==> src/rtl/pipo_pkg.sv <==
// ----------------------------------------------------------------------------
// PIPO-64/128 shared definitions
// Block type, register indexes and the round layer functions.
// ----------------------------------------------------------------------------
package pipo_pkg;

  localparam int unsigned BlockW        = 64;
  localparam int unsigned RowW          = 8;
  localparam int unsigned RowCount      = BlockW / RowW;
  localparam int unsigned RoundCountDef = 13;
  localparam int unsigned CfgIdxW       = 1;

  typedef logic [BlockW-1:0]  block_t;
  typedef logic [RowW-1:0]    row_t;
  typedef logic [CfgIdxW-1:0] cfg_idx_t;

  localparam cfg_idx_t REG_KEY_LO = 1'b0;
  localparam cfg_idx_t REG_KEY_HI = 1'b1;

  function automatic row_t rotl8(row_t v, logic [2:0] amt);
    logic [2*RowW-1:0] w;
    w = {v, v} << amt;
    return w[2*RowW-1:RowW];
  endfunction

  // Bit-sliced S-box: bit j of row i is input bit i of column j.
  function automatic block_t sub_columns(block_t s);
    row_t a [RowCount];
    row_t t0;
    row_t t1;
    row_t t2;
    block_t r;
    for (int i = 0; i < RowCount; i++) begin
      a[i] = s[i*RowW +: RowW];
    end
    a[5] = a[5] ^ (a[7] & a[6]);
    a[4] = a[4] ^ (a[3] & a[5]);
    a[7] = a[7] ^ a[4];
    a[6] = a[6] ^ a[3];
    a[3] = a[3] ^ (a[4] | a[5]);
    a[5] = a[5] ^ a[7];
    a[4] = a[4] ^ (a[5] & a[6]);

    a[2] = a[2] ^ (a[1] & a[0]);
    a[0] = a[0] ^ (a[2] | a[1]);
    a[1] = a[1] ^ (a[2] | a[0]);
    a[2] = ~a[2];

    a[7] = a[7] ^ a[1];
    a[3] = a[3] ^ a[2];
    a[4] = a[4] ^ a[0];

    t0 = a[7];
    t1 = a[3];
    t2 = a[4];
    a[6] = a[6] ^ (t0 & a[5]);
    t0 = t0 ^ a[6];
    a[6] = a[6] ^ (t2 | t1);
    t1 = t1 ^ a[5];
    a[5] = a[5] ^ (a[6] | t2);
    t2 = t2 ^ (t1 & t0);

    a[2] = a[2] ^ t0;
    t0 = a[1] ^ t2;
    a[1] = a[0] ^ t1;
    a[0] = a[7];
    a[7] = t0;
    t1 = a[3];
    a[3] = a[6];
    a[6] = t1;
    t2 = a[4];
    a[4] = a[5];
    a[5] = t2;
    for (int i = 0; i < RowCount; i++) begin
      r[i*RowW +: RowW] = a[i];
    end
    return r;
  endfunction

  function automatic block_t rotate_rows(block_t s);
    block_t r;
    r[0*RowW +: RowW] = s[0*RowW +: RowW];
    r[1*RowW +: RowW] = rotl8(s[1*RowW +: RowW], 3'd7);
    r[2*RowW +: RowW] = rotl8(s[2*RowW +: RowW], 3'd4);
    r[3*RowW +: RowW] = rotl8(s[3*RowW +: RowW], 3'd3);
    r[4*RowW +: RowW] = rotl8(s[4*RowW +: RowW], 3'd6);
    r[5*RowW +: RowW] = rotl8(s[5*RowW +: RowW], 3'd5);
    r[6*RowW +: RowW] = rotl8(s[6*RowW +: RowW], 3'd1);
    r[7*RowW +: RowW] = rotl8(s[7*RowW +: RowW], 3'd2);
    return r;
  endfunction

endpackage

==> src/rtl/pipo_round.sv <==
// ----------------------------------------------------------------------------
// PIPO round stage
// One registered round: S-layer, row rotation, round key and round constant addition.
// ----------------------------------------------------------------------------
module pipo_round #(
  parameter int unsigned RoundIdx = 1
) (
  input  logic             clk_i,
  input  logic             rst_ni,
  input  logic             valid_i,
  input  pipo_pkg::block_t state_i,
  input  pipo_pkg::block_t key_lo_i,
  input  pipo_pkg::block_t key_hi_i,
  output logic             valid_o,
  output pipo_pkg::block_t state_o
);
  import pipo_pkg::*;

  localparam row_t RoundConst = row_t'(RoundIdx);

  logic   valid_q;
  block_t state_d;
  block_t state_q;
  block_t round_key;

  assign round_key = (RoundIdx % 2 == 1) ? key_hi_i : key_lo_i;
  assign state_d   = rotate_rows(sub_columns(state_i)) ^ round_key
                     ^ {{(BlockW-RowW){1'b0}}, RoundConst};

  always_ff @(posedge clk_i or negedge rst_ni) begin
    if (!rst_ni) begin
      valid_q <= 1'b0;
    end else begin
      valid_q <= valid_i;
    end
  end

  always_ff @(posedge clk_i) begin
    if (valid_i) begin
      state_q <= state_d;
    end
  end

  assign valid_o = valid_q;
  assign state_o = state_q;

endmodule

==> src/rtl/spn_64bit_block_encrypt.sv <==
// ----------------------------------------------------------------------------
// PIPO-64/128 block encryption pipeline
// Whitening stage followed by one register stage per round.
// ----------------------------------------------------------------------------
//   Port group        Direction  Beat marked by
//   start/plain_block in         start_i while busy_o is low
//   done/cipher_block out        done_o, one cycle, cannot be held off
//   cfg               in         cfg_we_i
//
// A block passes from start to done through one whitening register and one
// register per round, each round being one S-layer.
// A new block is taken every cycle and busy_o stays low.
// Reset clears the valid bits and both key halves.
// ----------------------------------------------------------------------------
module spn_64bit_block_encrypt #(
  parameter int unsigned ROUND_COUNT = pipo_pkg::RoundCountDef
) (
  input  logic               clk_i,
  input  logic               rst_ni,
  input  logic               start_i,
  output logic               busy_o,
  input  pipo_pkg::block_t   plain_block_i,
  output logic               done_o,
  output pipo_pkg::block_t   cipher_block_o,
  input  logic               cfg_we_i,
  input  pipo_pkg::cfg_idx_t cfg_idx_i,
  input  pipo_pkg::block_t   cfg_wdata_i
);
  import pipo_pkg::*;

  block_t key_lo_q;
  block_t key_hi_q;
  logic   stage_valid [ROUND_COUNT+1];
  block_t stage_blk   [ROUND_COUNT+1];
  logic   white_valid_q;
  block_t white_blk_q;
  logic   accept;

  assign busy_o = 1'b0;
  assign accept = start_i && !busy_o;

  always_ff @(posedge clk_i or negedge rst_ni) begin
    if (!rst_ni) begin
      key_lo_q <= '0;
      key_hi_q <= '0;
    end else if (cfg_we_i) begin
      case (cfg_idx_i)
        REG_KEY_LO: key_lo_q <= cfg_wdata_i;
        REG_KEY_HI: key_hi_q <= cfg_wdata_i;
        default: ;
      endcase
    end
  end

  always_ff @(posedge clk_i or negedge rst_ni) begin
    if (!rst_ni) begin
      white_valid_q <= 1'b0;
    end else begin
      white_valid_q <= accept;
    end
  end

  always_ff @(posedge clk_i) begin
    if (accept) begin
      white_blk_q <= plain_block_i ^ key_lo_q;
    end
  end

  assign stage_valid[0] = white_valid_q;
  assign stage_blk[0]   = white_blk_q;

  for (genvar r = 1; r <= ROUND_COUNT; r++) begin : g_round
    pipo_round #(
      .RoundIdx(r)
    ) u_round (
      .clk_i   (clk_i),
      .rst_ni  (rst_ni),
      .valid_i (stage_valid[r-1]),
      .state_i (stage_blk[r-1]),
      .key_lo_i(key_lo_q),
      .key_hi_i(key_hi_q),
      .valid_o (stage_valid[r]),
      .state_o (stage_blk[r])
    );
  end

  assign done_o         = stage_valid[ROUND_COUNT];
  assign cipher_block_o = stage_blk[ROUND_COUNT];

`ifndef NO_ASSERTIONS
  a_beat_leaves : assert property (@(posedge clk_i) disable iff (!rst_ni)
    white_valid_q |-> ##ROUND_COUNT done_o)
    else $error("whitened block did not reach the output");

  a_no_ghost : assert property (@(posedge clk_i) disable iff (!rst_ni)
    !white_valid_q |-> ##ROUND_COUNT !done_o)
    else $error("output strobe without a matching input beat");

  a_accept_whiten : assert property (@(posedge clk_i) disable iff (!rst_ni)
    accept |=> white_valid_q)
    else $error("accepted beat did not enter the whitening stage");
`endif

endmodule

==> config.mk <==
export PLATFORM = sky130hd
export DESIGN_NAME = spn_64bit_block_encrypt
export DESIGN_NICKNAME = d
export VERILOG_FILES = /design/src/rtl/pipo_pkg.sv /design/src/rtl/pipo_round.sv /design/src/rtl/spn_64bit_block_encrypt.sv
export SDC_FILE = /design/constraint.sdc
export NUM_CORES = 2
export LEC_CHECK = 0
export BUFFER_PORTS_ARGS = -buffer_cell sky130_fd_sc_hd__buf_2
export CAP_MARGIN = 40
export CORE_ASPECT_RATIO = 0.6
export CORE_UTILIZATION = 50
export DETAILED_ROUTE_END_ITERATION = 6
export GPL_ROUTABILITY_DRIVEN = 0
export HOLD_SLACK_MARGIN = 0.12
export PLACE_DENSITY_LB_ADDON = 0.3
export SYNTH_ARGS = -nofsm -noshare
export SYNTH_HDL_FRONTEND = slang
export SYNTH_SLANG_ARGS = --single-unit
==> constraint.sdc <==
create_clock -name clk_i -period 2.13 [get_ports clk_i]
set_input_delay 0.426 -clock clk_i [delete_from_list [all_inputs] [get_ports clk_i]]
set_output_delay 0.426 -clock clk_i [all_outputs]
set_load 0.02 [all_outputs]
==> qor.log, run 1 <==
INFO  synthesis      synthTopCellsByArea=sky130_fd_sc_hd__edfxtp_1 (22%), sky130_fd_sc_hd__xnor2_1 (16%), sky130_fd_sc_hd__nand2_1 (4.4%)
INFO  clock_network  cts.sink_count=1038
INFO  timing         grt_worst_setup_endpoint=g_round[8].u_round.state_o[18]$_DFFE_PP_/D
INFO  synthesis      synth_sequential_area_ratio=0.252
INFO  global_route   antenna_found_initial=118
INFO  synthesis      netlist_instances=14578
INFO  clock_network  largest_buffer_count_on_any_clock_path=3
INFO  die            floorplan.initialDensity=0.505
INFO  die            placementRows=139
INFO  synthesis      yosys.area.top_type=sky130_fd_sc_hd__edfxtp_1
INFO  global_route   grt_start_max_net_pins=66
INFO  global_route   grt_usage=0.704
INFO  synthesis      synth_top_flop_cell=sky130_fd_sc_hd__edfxtp_1
INFO  synthesis      syn_nets=14711
INFO  synthesis      yosysWarnings=0
INFO  synthesis      synth_area=121000squm
INFO  synthesis      yosys_register_bits=1038
INFO  placement      numPortBuffers=197
INFO  synthesis      netlist.area_leader.share=0.222
INFO  clock_network  cts_buffers=116
INFO  clock_network  ctsRootBufferMaster=sky130_fd_sc_hd__clkbuf_16
INFO  synthesis      netlist_top_cells_count=sky130_fd_sc_hd__xnor2_1 (2208), sky130_fd_sc_hd__nand2_1 (1429), sky130_fd_sc_hd__edfxtp_1 (896)
INFO  placement      detailed_place_hpwl=423000microns
INFO  status         tool.error=[ERROR GRT-0232] Routing congestion too high. Check the congestion heatmap in the GUI.
INFO  global_route   grt_remaining_overflow=28
INFO  timing         worstEpCategory=register input
INFO  synthesis      synth-edff-count=896
INFO  status         outcome=stopped before the end
INFO  clock_network  cts.htree.levels=3
INFO  synthesis      dominant_cell_by_count_in_the_synthesized_netlist=sky130_fd_sc_hd__xnor2_1
INFO  die            floorplan.die.width=637microns
INFO  synthesis      synth-async-reset-ratio=0.137
INFO  synthesis      synth_cell_type_count=82
INFO  die            ios=199
INFO  synthesis      syn_area_per_cell=8.30squm
INFO  status         haltStage=global routing (5_1_grt)
INFO  placement      pre_cts_setup_slack=-576ps
INFO  die            die_y=383microns
==> what timing repair did <==
action                                  4_1_cts
endpoints found under the setup margin      468
endpoints found under the hold margin       357
pin swaps                                  1433
hold buffers                                132
resized for setup                          2340
buffers inserted                            811
gates cloned                                 17
==> cell families after synthesis <==
group,synth area share
XOR/XNOR,0.208
other,0.0000310
AO/OA/AOI/OAI,0.254
flip-flops,0.252
multiplexers,0.0252
buffers and inverters,0.0635
AND/OR/NAND/NOR,0.198
==> stage by stage <==
step                      std cells  setup TNS (ps)  area [sq um]   util  hold WS (ps)
after CTS                     21443          -23000        174000  0.724           246
after detailed placement      20369          -60270        152000  0.633           362
after global placement        20368          -48510        152000  0.633           368
after floorplan               14578               0        121000      -           130
==> routing by layer <==
layer,overflow,track usage
met2,7,0.784
met5,0,0.582
met1,3,0.717
met4,15,0.628
met3,3,0.640
==> inputs of run 2 (changes only) <==
--- a/config.mk
+++ b/config.mk
@@ -7,12 +7,10 @@
 export LEC_CHECK = 0
 export BUFFER_PORTS_ARGS = -buffer_cell sky130_fd_sc_hd__buf_2
 export CAP_MARGIN = 40
-export CORE_ASPECT_RATIO = 0.6
-export CORE_UTILIZATION = 50
+export CORE_UTILIZATION = 35
 export DETAILED_ROUTE_END_ITERATION = 6
 export GPL_ROUTABILITY_DRIVEN = 0
-export HOLD_SLACK_MARGIN = 0.12
-export PLACE_DENSITY_LB_ADDON = 0.3
+export PLACE_DENSITY_LB_ADDON = 0.15
 export SYNTH_ARGS = -nofsm -noshare
 export SYNTH_HDL_FRONTEND = slang
 export SYNTH_SLANG_ARGS = --single-unit
==> constraint.sdc (replaced) <==
create_clock -name clk_i -period 2.77 [get_ports clk_i]
set_input_delay 0.554 -clock clk_i [delete_from_list [all_inputs] [get_ports clk_i]]
set_output_delay 0.554 -clock clk_i [all_outputs]
set_load 0.02 [all_outputs]
==> qor.log, run 2 <==
INFO  synthesis      syn_area_per_cell=8.30squm
INFO  die            placementRows=215
INFO  die            die_y=590microns
INFO  min_path       worstHoldPathCells=2
INFO  setup_path     setup.reg_to_reg.worst_slack=70ps
INFO  clock_network  largest_buffer_count_on_any_clock_path=4
INFO  cells_and_area regArea=30500squm
INFO  clock_network  clk_transition_reported_paths=60ps
INFO  cells_and_area multiInputGateArea=82900squm
INFO  detailed_routing drt_pass1_iterations=7
INFO  detailed_routing wl_met3=29800microns
INFO  detailed_routing wirelength=509000microns
INFO  timing         grt_setup_unrepaired=false
INFO  setup_path     setup.worst_path.start_class=flip-flop
INFO  synthesis      netlist.area_leader.share=0.222
INFO  cells_and_area largest_reg_flops=832
INFO  detailed_routing remaining_drc_errors=1
INFO  synthesis      synth_area=121000squm
INFO  synthesis      yosys_register_bits=1038
INFO  global_route   grt_usage=0.281
INFO  timing         period_share=0.975
INFO  timing         hold-worst-slack=102ps
INFO  clock_network  cts_tree=built
INFO  synthesis      synth_top_flop_cell=sky130_fd_sc_hd__edfxtp_1
INFO  synthesis      synth-async-reset-ratio=0.137
INFO  placement      numPortBuffers=197
INFO  timing         finClkSkew=57.8ps
INFO  min_path       hold_end=white_blk_q[9]
INFO  detailed_routing routed_vias_inst=5.75
INFO  die            floorplan.die_area=348000squm
INFO  setup_path     reg2reg_depth=9
INFO  placement      detailed_place_hpwl=394000microns
INFO  status         outcome=finished with violations
INFO  timing         final-max-slew-violation-count=0
INFO  min_path       hp-start=plain_block_i[9]
INFO  die            floorplan.die.width=590microns
INFO  detailed_routing top_layer=met5
INFO  detailed_routing dr_total_vias=112858
INFO  synthesis      synth_cell_type_count=82
INFO  clock_network  cts_buffers=152
INFO  setup_path     endpoint_kind=flip-flop
INFO  placement      postPlaceCellArea=132000squm
INFO  global_route   grt_remaining_overflow=0
INFO  timing         pin_slew_with_the_least_headroom_to_its_limit=935ps
INFO  detailed_routing drt_iter0_markers=11435
INFO  die            placeableCoreArea=344000squm
INFO  synthesis      synthTopCellsByArea=sky130_fd_sc_hd__edfxtp_1 (22%), sky130_fd_sc_hd__xnor2_1 (16%), sky130_fd_sc_hd__nand2_1 (4.4%)
INFO  timing         timing.final.ws_setup=68.6ps
INFO  cells_and_area layout.cells.most_common=sky130_fd_sc_hd__xnor2_1
INFO  setup_path     cpMaxStageDelayCell=sky130_fd_sc_hd__edfxtp_1
INFO  cells_and_area final_layout_size_suffix_gt1_frac=0.175
INFO  status         violations=DRC
INFO  synthesis      yosysWarnings=0
INFO  timing         setup-violations-final=0
INFO  placement      pre_cts_setup_slack=-92.5ps
INFO  global_route   first_global_vias=101675
INFO  clock_network  cts.htree.levels=4
INFO  detailed_routing antenna_left=0
INFO  timing         finalHoldViolations=0
INFO  global_route   grt_first_pass_wirelength=723000microns
INFO  synthesis      yosys.area.top_type=sky130_fd_sc_hd__edfxtp_1
INFO  clock_network  ctsRootBufferMaster=sky130_fd_sc_hd__clkbuf_16
INFO  setup_path     path_max_fanout=12
INFO  global_route   antenna_found_initial=36
INFO  cells_and_area finalNonFillerCells=19620
INFO  clock_network  cts.sink_count=1038
INFO  cells_and_area most_frequent_cells_in_the_layout=sky130_fd_sc_hd__xnor2_1 (2203), sky130_fd_sc_hd__nand2_1 (1428), sky130_fd_sc_hd__buf_4 (1171), sky130_fd_sc_hd__edfxtp_1 (896), sky130_fd_sc_hd__nor2_1 (704)
INFO  setup_path     crit_arrival=3380ps
INFO  synthesis      synth_sequential_area_ratio=0.252
INFO  setup_path     critical-path-max-stage-delay=630ps
INFO  die            floorplan.initialDensity=0.352
INFO  setup_path     worstSetupPathType=reg -> reg
INFO  clock_network  clk-insertion-delay-late=880ps
INFO  setup_path     crit_chain=buf_4 > nand2_1 > a21oi_1 > a211oi_1 > xnor2_1 > buf_4 > xnor2_1 > xnor2_1 > buf_4
INFO  timing         clock.fmax=370MHz
INFO  detailed_routing wl_met1=204000microns
INFO  synthesis      netlist_instances=14578
INFO  detailed_routing wl_per_cell=25.9microns
INFO  setup_path     r2r-end=g_round[12].u_round.state_o[60]
INFO  synthesis      syn_nets=14711
INFO  synthesis      synth-edff-count=896
INFO  cells_and_area nets=15056
INFO  placement      dp.cells=19209
INFO  setup_path     source_of_the_worst_register_to_register_timing_path=g_round[11].u_round.state_o[50]
INFO  detailed_routing route.met2.wl=226000microns
INFO  min_path       worstHoldPathType=in -> reg
INFO  setup_path     critical_path_required=3450ps
INFO  global_route   grt_start_max_net_pins=65
INFO  die            ios=199
INFO  synthesis      netlist_top_cells_count=sky130_fd_sc_hd__xnor2_1 (2208), sky130_fd_sc_hd__nand2_1 (1429), sky130_fd_sc_hd__edfxtp_1 (896)
INFO  run            total_of_max_cap_violations=0
INFO  synthesis      dominant_cell_by_count_in_the_synthesized_netlist=sky130_fd_sc_hd__xnor2_1
INFO  timing         min_period=2700ps
INFO  cells_and_area synthesis_to_layout_area_growth=14.2%
INFO  timing         timing.max_slew.rel_slack=0.377
INFO  cells_and_area finish.instance_area=138000squm
INFO  cells_and_area nFillCells=34971
-- run 2: what timing repair did --
action,4_1_cts,5_1_grt
pin swaps,0,1
hold buffers,109,0
setup endpoints to repair,4,5
buffers inserted,3,5
gates resized for setup,3,4
hold endpoints to repair,215,0
-- run 2: final cells by class --
class                           count  area share
Multi-Input combinational cell  11853       0.600
Inverter                          311     0.00844
Clock buffer                      188      0.0301
Sequential cell                  1038       0.221
Antenna cell                       18    0.000326
Timing Repair Buffer             1567      0.0921
Clock inverter                     88     0.00717
Tap cell                         4557      0.0412
-- run 2: through the flow --
stage / TNS (ps) / util
finish: 0 / 0.402
global placement: -503 / 0.383
floorplan: 0 / -
detailed placement: -134 / 0.384
CTS: 0 / 0.402
global route: 0 / 0.402
-- run 2: cells by family (layout without fill, tap and decap cells) --
kind of cell	Yosys count	count (layout)	share of synthesized area
and+or+nand+nor	4657	4657	0.198
AOI/OAI and AO/OA	4127	4127	0.254
xor gates and xnor gates	2794	2794	0.208
buffers and inverters	1687	2154	0.0635
DFF	1038	1038	0.252
muxes	274	274	0.0252
other	1	19	0.0000310
-- run 2: worst max-delay path: cells and delay by family (launching register included) --
family                    cells  cell delay (ps)
AOI/OAI and AO/OA             2              340
xor gates and xnor gates      3              670
buffers and inverters         3              770
DFF                           1              630
and+or+nand+nor               1              110
-- run 2: worst max-delay path by stage --
stage / start / end / slack [ps] / cells past startpoint
floorplan: g_round[12].u_round.state_o[60] / g_round[13].u_round.state_o[34] / 550 / 8
global placement: g_round[2].u_round.state_o[42] / g_round[3].u_round.state_o[32] / -270 / 8
detailed placement: g_round[5].u_round.state_o[21] / g_round[6].u_round.state_o[35] / -90 / 7
CTS: g_round[1].u_round.state_o[21] / g_round[2].u_round.state_o[35] / 60 / 8
global route: g_round[2].u_round.state_o[46] / g_round[3].u_round.state_o[36] / 4 / 7
finish: g_round[11].u_round.state_o[50] / g_round[12].u_round.state_o[60] / 70 / 9
-- run 2: per-layer routing --
| metal | up-vias | track usage |
|---|---|---|
| li1 | 53633 | - |
| met1 | 54115 | 0.344 |
| met2 | 4117 | 0.443 |
| met3 | 971 | 0.0374 |
| met4 | 22 | 0.228 |
| met5 | - | 0 |
Power of run 2 is not shown: default switching activity piles up to over one toggle a cycle in this logic, so the estimate is an artifact.
